### src/rtl/assert_macros.svh
// Assertion macros shared by the mixer RTL.
`ifndef ASSERT_MACROS_SVH
`define ASSERT_MACROS_SVH

// Same-cycle implication, disabled while reset is low.
`define ASSERT_IMPL(label, clk, rst_n, ante, cons, msg) \
  label: assert property (@(posedge clk) disable iff (!rst_n) (ante) |-> (cons)) \
    else $error(msg);

// Next-cycle implication, disabled while reset is low.
`define ASSERT_NEXT(label, clk, rst_n, ante, cons, msg) \
  label: assert property (@(posedge clk) disable iff (!rst_n) (ante) |=> (cons)) \
    else $error(msg);

`endif

### src/rtl/mtpn_pkg.sv
// Types and constants of the multi-track mixer with peak normalization.
package mtpn_pkg;

  localparam int SAMPLE_W         = 16;
  localparam int SUM_W            = 18;
  localparam int TRACKS           = 4;
  localparam int ACT_W            = 3;
  localparam int FS_SHIFT         = 15;     // 32767 = 2^15 - 1
  localparam int Q_W              = 15;     // quotient never reaches 2^15
  localparam int PROD_W           = SUM_W + FS_SHIFT;
  localparam int BUFFER_DEPTH_DEF = 4096;
  localparam logic [SUM_W-1:0] FULL_SCALE = SUM_W'(32767);
  localparam logic [ACT_W-1:0] ACT_RESET  = ACT_W'(4);

  localparam logic REQ_LOAD = 1'b0;
  localparam logic REQ_READ = 1'b1;

  typedef struct packed {
    logic                       req_type;
    logic                       start_new;
    logic signed [SAMPLE_W-1:0] sample_0;
    logic signed [SAMPLE_W-1:0] sample_1;
    logic signed [SAMPLE_W-1:0] sample_2;
    logic signed [SAMPLE_W-1:0] sample_3;
  } in_item_t;

  typedef struct packed {
    logic signed [SAMPLE_W-1:0] mixed_sample;
    logic                       last_sample;
    logic                       sample_valid;
    logic                       was_scaled;
  } out_item_t;

  typedef struct packed {
    logic             start;
    logic [SUM_W-1:0] mag;
    logic [SUM_W-1:0] divisor;
  } div_req_t;

  typedef struct packed {
    logic           busy;
    logic           done;
    logic [Q_W-1:0] quot;
  } div_rsp_t;

endpackage

### src/rtl/mtpn_serial_div.sv
// Bit-serial restoring divider: floor(mag * 32767 / divisor), one quotient bit a cycle.
`include "assert_macros.svh"

module mtpn_serial_div (
  input  logic               clk,
  input  logic               rst_n,
  input  mtpn_pkg::div_req_t req,
  output mtpn_pkg::div_rsp_t rsp
);

  localparam int SUM_W = mtpn_pkg::SUM_W;
  localparam int Q_W   = mtpn_pkg::Q_W;
  localparam int CW    = $clog2(Q_W + 1);

  logic [SUM_W-1:0]                 rem_r, rem_nxt;
  logic [Q_W-1:0]                   lo_r, lo_nxt;
  logic [Q_W-1:0]                   quot_r, quot_nxt;
  logic [SUM_W-1:0]                 div_r, div_nxt;
  logic [CW-1:0]                    cnt_r, cnt_nxt;
  logic                             busy_r, busy_nxt;
  logic                             done_r, done_nxt;
  logic [mtpn_pkg::PROD_W-1:0]      prod;
  logic [SUM_W:0]                   trial;
  logic [SUM_W:0]                   diff;

  // mag * 32767 as (mag << 15) - mag
  assign prod  = {req.mag, Q_W'(0)} - mtpn_pkg::PROD_W'(req.mag);
  assign trial = {rem_r, lo_r[Q_W-1]};
  assign diff  = trial - {1'b0, div_r};

  always_comb begin
    rem_nxt  = rem_r;
    lo_nxt   = lo_r;
    quot_nxt = quot_r;
    div_nxt  = div_r;
    cnt_nxt  = cnt_r;
    busy_nxt = busy_r;
    done_nxt = 1'b0;
    if (req.start) begin
      rem_nxt  = prod[mtpn_pkg::PROD_W-1:Q_W];
      lo_nxt   = prod[Q_W-1:0];
      quot_nxt = '0;
      div_nxt  = req.divisor;
      cnt_nxt  = CW'(Q_W);
      busy_nxt = 1'b1;
    end else if (busy_r) begin
      if (!diff[SUM_W]) begin
        rem_nxt  = diff[SUM_W-1:0];
        quot_nxt = {quot_r[Q_W-2:0], 1'b1};
      end else begin
        rem_nxt  = trial[SUM_W-1:0];
        quot_nxt = {quot_r[Q_W-2:0], 1'b0};
      end
      lo_nxt  = {lo_r[Q_W-2:0], 1'b0};
      cnt_nxt = cnt_r - CW'(1);
      if (cnt_r == CW'(1)) begin
        busy_nxt = 1'b0;
        done_nxt = 1'b1;
      end
    end
  end

  always_ff @(posedge clk) begin
    if (!rst_n) begin
      busy_r <= 1'b0;
      done_r <= 1'b0;
      cnt_r  <= '0;
    end else begin
      busy_r <= busy_nxt;
      done_r <= done_nxt;
      cnt_r  <= cnt_nxt;
    end
  end

  always_ff @(posedge clk) begin
    rem_r  <= rem_nxt;
    lo_r   <= lo_nxt;
    quot_r <= quot_nxt;
    div_r  <= div_nxt;
  end

  assign rsp.busy = busy_r;
  assign rsp.done = done_r;
  assign rsp.quot = quot_r;

  `ASSERT_IMPL(a_no_restart, clk, rst_n, req.start, !busy_r, "divider restarted while busy")
  `ASSERT_NEXT(a_done_pulse, clk, rst_n, done_r, !done_r && !busy_r, "done held or busy after done")

endmodule

### config.mk
export PLATFORM = sky130hd
export DESIGN_NAME = mtpn_serial_div
export DESIGN_NICKNAME = d
export VERILOG_FILES = /design/src/rtl/mtpn_pkg.sv /design/src/rtl/mtpn_serial_div.sv
export VERILOG_INCLUDE_DIRS = /design/src /design/src/rtl
export SDC_FILE = /design/constraint.sdc
export NUM_CORES = 1
export LEC_CHECK = 0
export BUFFER_PORTS_ARGS = -buffer_cell sky130_fd_sc_hd__clkbuf_2
export CORE_MARGIN = 3
export CORE_UTILIZATION = 50
export DETAILED_ROUTE_END_ITERATION = 10
export PLACE_DENSITY_LB_ADDON = 0.25
export SLEW_MARGIN = 25
export SYNTH_ARGS = -nofsm -noshare
export SYNTH_HDL_FRONTEND = slang
export SYNTH_SLANG_ARGS = --single-unit
### constraint.sdc
create_clock -name clk -period 4.5 [get_ports clk]
set_input_delay 0.45 -clock clk [delete_from_list [all_inputs] [get_ports clk]]
set_output_delay 0.45 -clock clk [all_outputs]
set_load 0.02 [all_outputs]
* Yosys cells after proc, flatten, opt, wreduce, memory -nomap -nowiden
Index checks and enable logic that the tools add are counted.
** Cells by class
- Reduce and logical (&&, ||, !) cells :: 2
- $add $sub $neg :: 3
- Equality and inequality tests :: 1
- Bitwise gates (word level) :: 2
- Muxes and demuxes :: 12
** Operators by type and width (number)
- $mux W18 :: 3
- $sub A33 B18 Y33 :: 1
- $mux W15 :: 2
- $sub A19 B18 Y19 :: 1
- $mux W4 :: 2
- $mux W1 :: 5
- $eq A4 B1 Y1 const B :: 1
- $sub A4 B1 Y4 const B :: 1
- $reduce_or A3 Y1 :: 1
- $not A1 Y1 :: 2
- $reduce_bool A2 Y1 :: 1
** Storage, ports and cells
- Logic and storage cells :: 27
- Input bits :: 39
- Register bits after elaboration :: 72

* Longest topological paths before layout
Gate-level depths: netlist of run 1.
- Word-level depth :: 4
- Mapped depth :: 12
- Gate-level depth less buffers :: 10

* Worst setup path before layout of run 1
No wires, ideal clock.
- Path kind :: register to register
- Start point :: register lo_r[14]
- End point :: register rem_r[16], data pin
- Cell stages (with the launch flop) :: 13
- Library setup time :: 0.275 ns
- Data arrival time :: 2.283 ns
- Buffers on the path :: 2
- Slack :: 1.942 ns
- Cell sequence :: edfxtp_1 -> inv_1 -> ha_1 -> fa_1 -> nand2b_1 -> a21oi_2 -> o21ai_1 -> and3_1 -> nor3_2 -> buf_4 -> buf_8 -> mux2i_1 -> mux2i_1
** Between the ends
- Word-level cells in the longest chain between the ends :: 4
** Ends and longest elaborated chain
- from (decl) :: RTL line mtpn_serial_div.sv:16 : logic [Q_W-1:0] lo_r, lo_nxt;
- from (signal assigned) :: RTL line mtpn_serial_div.sv:77 : lo_r <= lo_nxt;
- $sub A19 B18 Y19 :: RTL line mtpn_serial_div.sv:29 : assign diff = trial - {1'b0, div_r};
- $mux W18 :: RTL line mtpn_serial_div.sv:47 : if (!diff[SUM_W]) begin
- $mux W18 :: RTL line mtpn_serial_div.sv:46 : end else if (busy_r) begin
- $mux W18 :: RTL line mtpn_serial_div.sv:39 : if (req.start) begin
- net rem_nxt[16] :: RTL line mtpn_serial_div.sv:15 : logic [SUM_W-1:0] rem_r, rem_nxt;
- to (signal assigned) :: RTL line mtpn_serial_div.sv:76 : rem_r <= rem_nxt;
- to (decl) :: RTL line mtpn_serial_div.sv:15
The timed path passes the listed nets, and every way through them passes these cells. The select of a mux whose other input is x is not followed.
A chain may end at the register's enable or synchronous reset.

* Worst setup path in the final report of run 1
- Start point :: register lo_r[14]
- End point :: register rem_r[12], data pin
Same word-level chain as after synthesis.

==> results of run 1 <==
-- state kept, by name, summed over array words and instances, names as in the netlist --
register and cells:
cnt_r 4, busy_r 1, div_r 18, rem_r 18, lo_r 15, done_r 1
quot_r 15
-- kinds of logic after synthesis --
kind of cell / count (synthesis) / share of synthesized area (%)
muxes: 54 / 12.1
AOI/OAI and AO/OA: 83 / 11.4
xor gates and xnor gates: 48 / 9.06
buffers and inverters: 53 / 5.04
DFF: 72 / 42.0
and+or+nand+nor: 125 / 13.5
adders and majority gates: 25 / 6.90
-- cell usage in the layout, fill, tap and decap left out, types with 7 or more instances in the layout --
cell and count:
a21oi_1 23, clkbuf_2 54, clkbuf_8 9, dfxtp_1 21, edfxtp_1 51, ha_1 24
inv_1 29, mux2_2 16, mux2i_1 38, nand2_1 42, nand2b_1 7, nor2_1 37
nor3_1 7, o21ai_0 20, xnor2_1 23, xor2_1 25
-- power breakdown --
group,internal [mW],total [mW],switching (mW),leakage (nW)
registers,0.847,0.914,0.0669,0.682
clock network,0.213,0.492,0.279,0.0946
logic,0.477,1.13,0.653,1.35
total,1.54,2.53,0.998,2.13
-- worst max path at each step --
| stage | end | slack (ns) | depth (start not counted) | from |
|---|---|---|---|---|
| global placement | rem_r[12] | 1.68 | 11 | lo_r[14] |
| CTS | rem_r[0] | 1.62 | 11 | lo_r[14] |
| global route | rem_r[12] | 1.45 | 11 | lo_r[14] |
| finish | rem_r[12] | 1.59 | 11 | lo_r[14] |
| detailed placement | rem_r[12] | 1.64 | 11 | lo_r[14] |
| floorplan | rem_r[16] | 1.94 | 12 | lo_r[14] |
-- area by class of cell --
type / count / area [um^2] / share of cell area [%]
Inverter: 29 / 109 / 2.12
Timing Repair Buffer: 58 / 298 / 5.79
Clock buffer: 9 / 124 / 2.41
Clock inverter: 7 / 62.6 / 1.22
Sequential cell: 72 / 1950 / 38.0
Multi-Input combinational cell: 335 / 2460 / 47.9
Tap cell: 108 / 135 / 2.63
-- layer usage --
| layer | share of wire, % | global-route usage (%) | vias up | wire length (um) |
|---|---|---|---|---|
| met3 | 4.8 | 4.85 | 12 | 470 |
| met2 | 46 | 28.9 | 89 | 4480 |
| met4 | 1.6 | 5.75 | 0 | 152 |
| met5 | 0 | 0 | - | 0 |
| li1 | - | - | 1720 | - |
| met1 | 48 | 27.1 | 1598 | 4640 |
==> results.sh, run 1 <==
export IMPL_power_leakage_nw=2.13
export IMPL_htreeDepth=3
export IMPL_num_vias=3419
export IMPL_grt_start_max_net_pins=73
export IMPL_fin_ws_ns=1.59
export IMPL_synth_ff_type="edfxtp_1"
export IMPL_syn_to_final_growth_pct=10.8
export IMPL_fill_cells=794
export IMPL_crit_chain="inv_1 -> ha_1 -> fa_1 -> nand2b_1 -> a21oi_2 -> o21ai_1 -> and3_1 -> nor3_4 -> buf_4 -> mux2i_1 -> o21ai_0"
export IMPL_clock_sinks=72
export IMPL_synth_area_leader_cell="edfxtp_1"
export IMPL_cts_max_path_buffers=2
export IMPL_ys_seq_elements=72
export IMPL_ys_top_cells_by_area="edfxtp_1 33%, dfxtp_1 9.1%, mux2i_1 8.2%"
export IMPL_synth_cells_most_frequent="51 x edfxtp_1, 42 x nand2_1, 38 x mux2i_1"
export IMPL_gp_congestion=0.941
export IMPL_crit_type="flop to flop"
export IMPL_worstRegToRegCells=11
export IMPL_r2r_start="lo_r[14]"
export IMPL_cts_hold_buf=0
export IMPL_vias_per_cell=5.53
export IMPL_postCtsSetupRepairBufs=0
export IMPL_setup_tns_ns=0
export IMPL_drc=0
export IMPL_antenna_found_initial=0
export IMPL_end_kind="flop"
export IMPL_grt_pass1_vias=3170
export IMPL_synth_most_common_cell="edfxtp_1"
export IMPL_synth_warnings=0
export IMPL_n_antenna_cell=0
export IMPL_drtPass1Iterations=5
export IMPL_io_buffers=55
export IMPL_critPathArrivalTime_ns=2.99
export IMPL_max_clock_freq_mhz=343
export IMPL_crit_slowest_cell="fa_1"
export IMPL_outcome="complete, no violations"
export IMPL_std_cell_rows=34
export IMPL_final_util_pct=58.1
export IMPL_p_total_mw=2.53
export IMPL_fin_skew_ns=0.00640
export IMPL_cts_buffers=9
export IMPL_fin_crit_ns=2.91
export IMPL_place_inst=602
export IMPL_rsz0062_at_grt="no"
export IMPL_powerDensity_nw_per_um2=493
export IMPL_fin_area_um2=5140
export IMPL_crit_buf_inv=2
export IMPL_synth_top_area_share_pct=33.0
export IMPL_final_antenna_net_count=0
export IMPL_fp_dieW_um=102
export IMPL_setup_viol=0
export IMPL_synthArstFlopShare_pct=0
export IMPL_tritoncts="done"
export IMPL_min_path_cells=1
export IMPL_synth_cell_types=55
export IMPL_clk_insertion_delay_late_ns=0.35
export IMPL_grt_ovfl_total=0
export IMPL_min_from="req[11]"
export IMPL_die_h_um=102
export IMPL_clk_pin_slew_ns=0.08
export IMPL_instances_no_fill=618
export IMPL_die_area_um2=10500
export IMPL_syn_area_per_cell_um2=10.1
export IMPL_worstHoldPathType="input pin to flop"
export IMPL_critPathTopFamily="adder cells"
export IMPL_grt_usage_pct=19.1
export IMPL_hold_viol_final=0
export IMPL_start_util_pct=52.5
export IMPL_grt_first_pass_wirelength_um=15500
export IMPL_syn_area_um2=4640
export IMPL_placed_cell_area_um2=4960
export IMPL_whs_ns=0.270
export IMPL_layout_nets=569
export IMPL_tightest_slew_ns=0.800
export IMPL_io_pins=56
export IMPL_cp_slowest_stage_delay_ns=0.41
export IMPL_layout_drive_gt1_share_pct=20.2
export IMPL_fin_crit_sh_pct=64.7
export IMPL_cts_root_buf="clkbuf_8"
export IMPL_synth_enable_flop_cells=51
export IMPL_critical_path_required_ns=4.58
export IMPL_dp_hpwl_um=7130
export IMPL_drv_slew=0
export IMPL_cap_violations=0
export IMPL_drt_wirelength_per_cell_um=15.8
export IMPL_ir_drop_uv=183
export IMPL_rr_endpoint="rem_r[12]"
export IMPL_crit_fanout=19
export IMPL_drt_iter0_drc=172
export IMPL_synth_fp_nets=524
export IMPL_wirelength_um=9740
export IMPL_syn_inst=460
export IMPL_slew_headroom_pct=46.7
export IMPL_start_kind="flop"
export IMPL_pre_cts_slack_ns=1.64
export IMPL_min_to="div_r[11]"
export IMPL_post_cts_resized=0
export IMPL_core_area_um2=8850
export IMPL_synth_seq_area_share_pct=42.0
export IMPL_reg2reg_slack_ns=1.59
No activity file was read; power rests on OpenSTA's default activity.
==> inputs of run 2 (changes only) <==
Clock period 4.5 ns to 3 ns, I/O delays scaled along.
==> run 2 against run 1 <==
  * Hold slack got worse by 0.15 ns
  * Maximum frequency increased by 4.5%
  * Combinational power increased by 54%
  * Power increased by 52%
  * First-iteration DRC count increased by 4.7%
  * Sequential share of layout area decreased by 0.24 points
  * Cell area increased by 0.63%
  * Non-clock buffer count increased by 3
  * Utilization increased by 0.37 points
  * Final cell count increased by 0.49%
  * Register-to-register slack got worse by 1.4 ns
  * Clock power increased by 51%
==> results.sh, run 2 (synthesis results as in run 1) <==
export IMPL_instances_no_fill=621
export IMPL_power_leakage_nw=2.14
export IMPL_io_pins=56
export IMPL_end_kind="flop"
export IMPL_fin_crit_sh_pct=92.9
export IMPL_min_from="req[1]"
export IMPL_worstHoldPathType="input pin to flop"
export IMPL_reg_largest_list="div_r x18, rem_r x18"
export IMPL_io_buffers=55
export IMPL_std_cell_rows=34
export IMPL_met2WireLength_um=4520
export IMPL_cts_max_path_buffers=2
export IMPL_crit_slowest_cell="fa_1"
export IMPL_dp_hpwl_um=7340
export IMPL_cts_hold_buf=0
export IMPL_gp_congestion=0.881
export IMPL_crit_fanout=19
export IMPL_layout_drive_gt1_share_pct=20.7
export IMPL_cts_root_buf="clkbuf_8"
export IMPL_vias_per_cell=5.49
export IMPL_reg2reg_slack_ns=0.21
export IMPL_post_cts_resized=0
export IMPL_hold_viol_final=0
export IMPL_critical_path_required_ns=3.09
export IMPL_fill_cells=804
export IMPL_num_vias=3410
export IMPL_fin_skew_ns=0.00949
export IMPL_critPathTopFamily="simple AND/OR/NAND/NOR gates"
export IMPL_power_frac_seq_pct=35.5
export IMPL_wirelength_um=9780
export IMPL_powerDensity_nw_per_um2=744
export IMPL_layout_nets=572
export IMPL_clk_insertion_delay_late_ns=0.35
export IMPL_setup_viol=0
export IMPL_critPathArrivalTime_ns=2.88
export IMPL_core_area_um2=8850
export IMPL_place_inst=605
export IMPL_p_comb_share_pct=45.2
export IMPL_grt_usage_pct=19.7
export IMPL_final_util_pct=58.5
export IMPL_final_antenna_net_count=0
export IMPL_final_common_cell="clkbuf_2"
export IMPL_grt_ovfl_total=0
export IMPL_power_internal_mw=2.34
export IMPL_grt_pass1_vias=3249
export IMPL_p_total_mw=3.85
export IMPL_fin_crit_ns=2.79
export IMPL_die_area_um2=10500
export IMPL_topRoutingLayerUsed="met4"
export IMPL_n_antenna_cell=0
export IMPL_start_kind="flop"
export IMPL_slew_headroom_pct=47.7
export IMPL_clk_pin_slew_ns=0.09
export IMPL_fp_dieW_um=102
export IMPL_setup_tns_ns=0
export IMPL_worstRegToRegCells=11
export IMPL_tritoncts="done"
export IMPL_clkPwrFrac_pct=19.3
export IMPL_htreeDepth=3
export IMPL_r2r_start="lo_r[14]"
export IMPL_final_cell_mix="54 x clkbuf_2, 51 x edfxtp_1, 42 x nand2_1, 38 x mux2i_1, 37 x nor2_1"
export IMPL_crit_type="flop to flop"
export IMPL_cts_buffers=9
export IMPL_tightest_slew_ns=0.785
export IMPL_drv_slew=0
export IMPL_cp_slowest_stage_delay_ns=0.40
export IMPL_drtPass1Iterations=5
export IMPL_power_switching_mw=1.51
export IMPL_swShare_pct=39.1
export IMPL_met3WireLength_um=372
export IMPL_met1_length_um=4780
export IMPL_syn_to_final_growth_pct=11.5
export IMPL_clock_sinks=72
export IMPL_postCtsSetupRepairBufs=0
export IMPL_pre_cts_slack_ns=0.235
export IMPL_drt_wirelength_per_cell_um=15.8
export IMPL_crit_chain="inv_1 -> ha_1 -> fa_1 -> nand2b_1 -> a21oi_2 -> o21ai_1 -> and3_1 -> nor3_4 -> buf_12 -> mux2i_1 -> o21ai_0"
export IMPL_grt_start_max_net_pins=49
export IMPL_grt_first_pass_wirelength_um=16000
export IMPL_cap_violations=0
export IMPL_start_util_pct=52.5
export IMPL_antenna_found_initial=0
export IMPL_fin_ws_ns=0.212
export IMPL_min_to="div_r[1]"
export IMPL_max_clock_freq_mhz=359
export IMPL_rr_endpoint="rem_r[11]"
export IMPL_drt_iter0_drc=180
export IMPL_drc=0
export IMPL_rsz0062_at_grt="no"
export IMPL_crit_buf_inv=2
export IMPL_min_path_cells=1
export IMPL_ir_drop_uv=382
export IMPL_outcome="complete, no violations"
export IMPL_die_h_um=102
-- run 2: cell types whose count changed in the layout (fill, tap and decap cells not counted) --
cell and delta:
buf_12 +1, clkinv_4 -1, inv_6 +2, buf_4 +2
inv_8 -1
-- run 2: area by class of cell --
cell class / count / area [um^2] / share of cell area (%)
multi-input combinational: 335 / 2460 / 47.6
tap: 108 / 135 / 2.61
timing repair buffer: 61 / 333 / 6.43
sequential: 72 / 1950 / 37.7
clock buffer: 9 / 124 / 2.39
inverter: 29 / 109 / 2.10
clock inverter: 7 / 60.1 / 1.16
-- run 2: worst max-delay path by stage --
stage / slack [ns] / depth (start not counted) / startpoint / to
4_1_cts: 0.23 / 11 / lo_r[14] / rem_r[11]
3_5_place_dp: 0.23 / 11 / lo_r[14] / rem_r[11]
6_report: 0.21 / 11 / lo_r[14] / rem_r[11]
2_1_floorplan: 0.44 / 12 / lo_r[14] / rem_r[16]
5_1_grt: 0.09 / 11 / lo_r[14] / rem_r[10]
3_3_place_gp: 0.31 / 11 / lo_r[14] / rem_r[11]
-- run 2: per-layer routing --
metal / GRT usage, % / vias up
li1: - / 1724
met4: 4.84 / 0
met3: 4.71 / 8
met1: 29.0 / 1612
met2: 29.4 / 66
met5: 0 / -
-- run 2: stage by stage --
step	hold slack (ns)	area, um^2
floorplan	0.399	4640
global route	0.0985	5170
global placement	0.476	4990
finish	0.119	5170
CTS	0.100	5170
detailed placement	0.479	4990
-- run 2: power groups by stage --
stage	combinational (mW)	sequential (mW)	clock [mW]
after floorplan	1.35	1.35	0
after global placement	1.71	1.39	0
after detailed placement	1.72	1.38	0
after CTS	1.73	1.36	0.768
after global routing	1.93	1.38	0.808
final	1.74	1.37	0.744
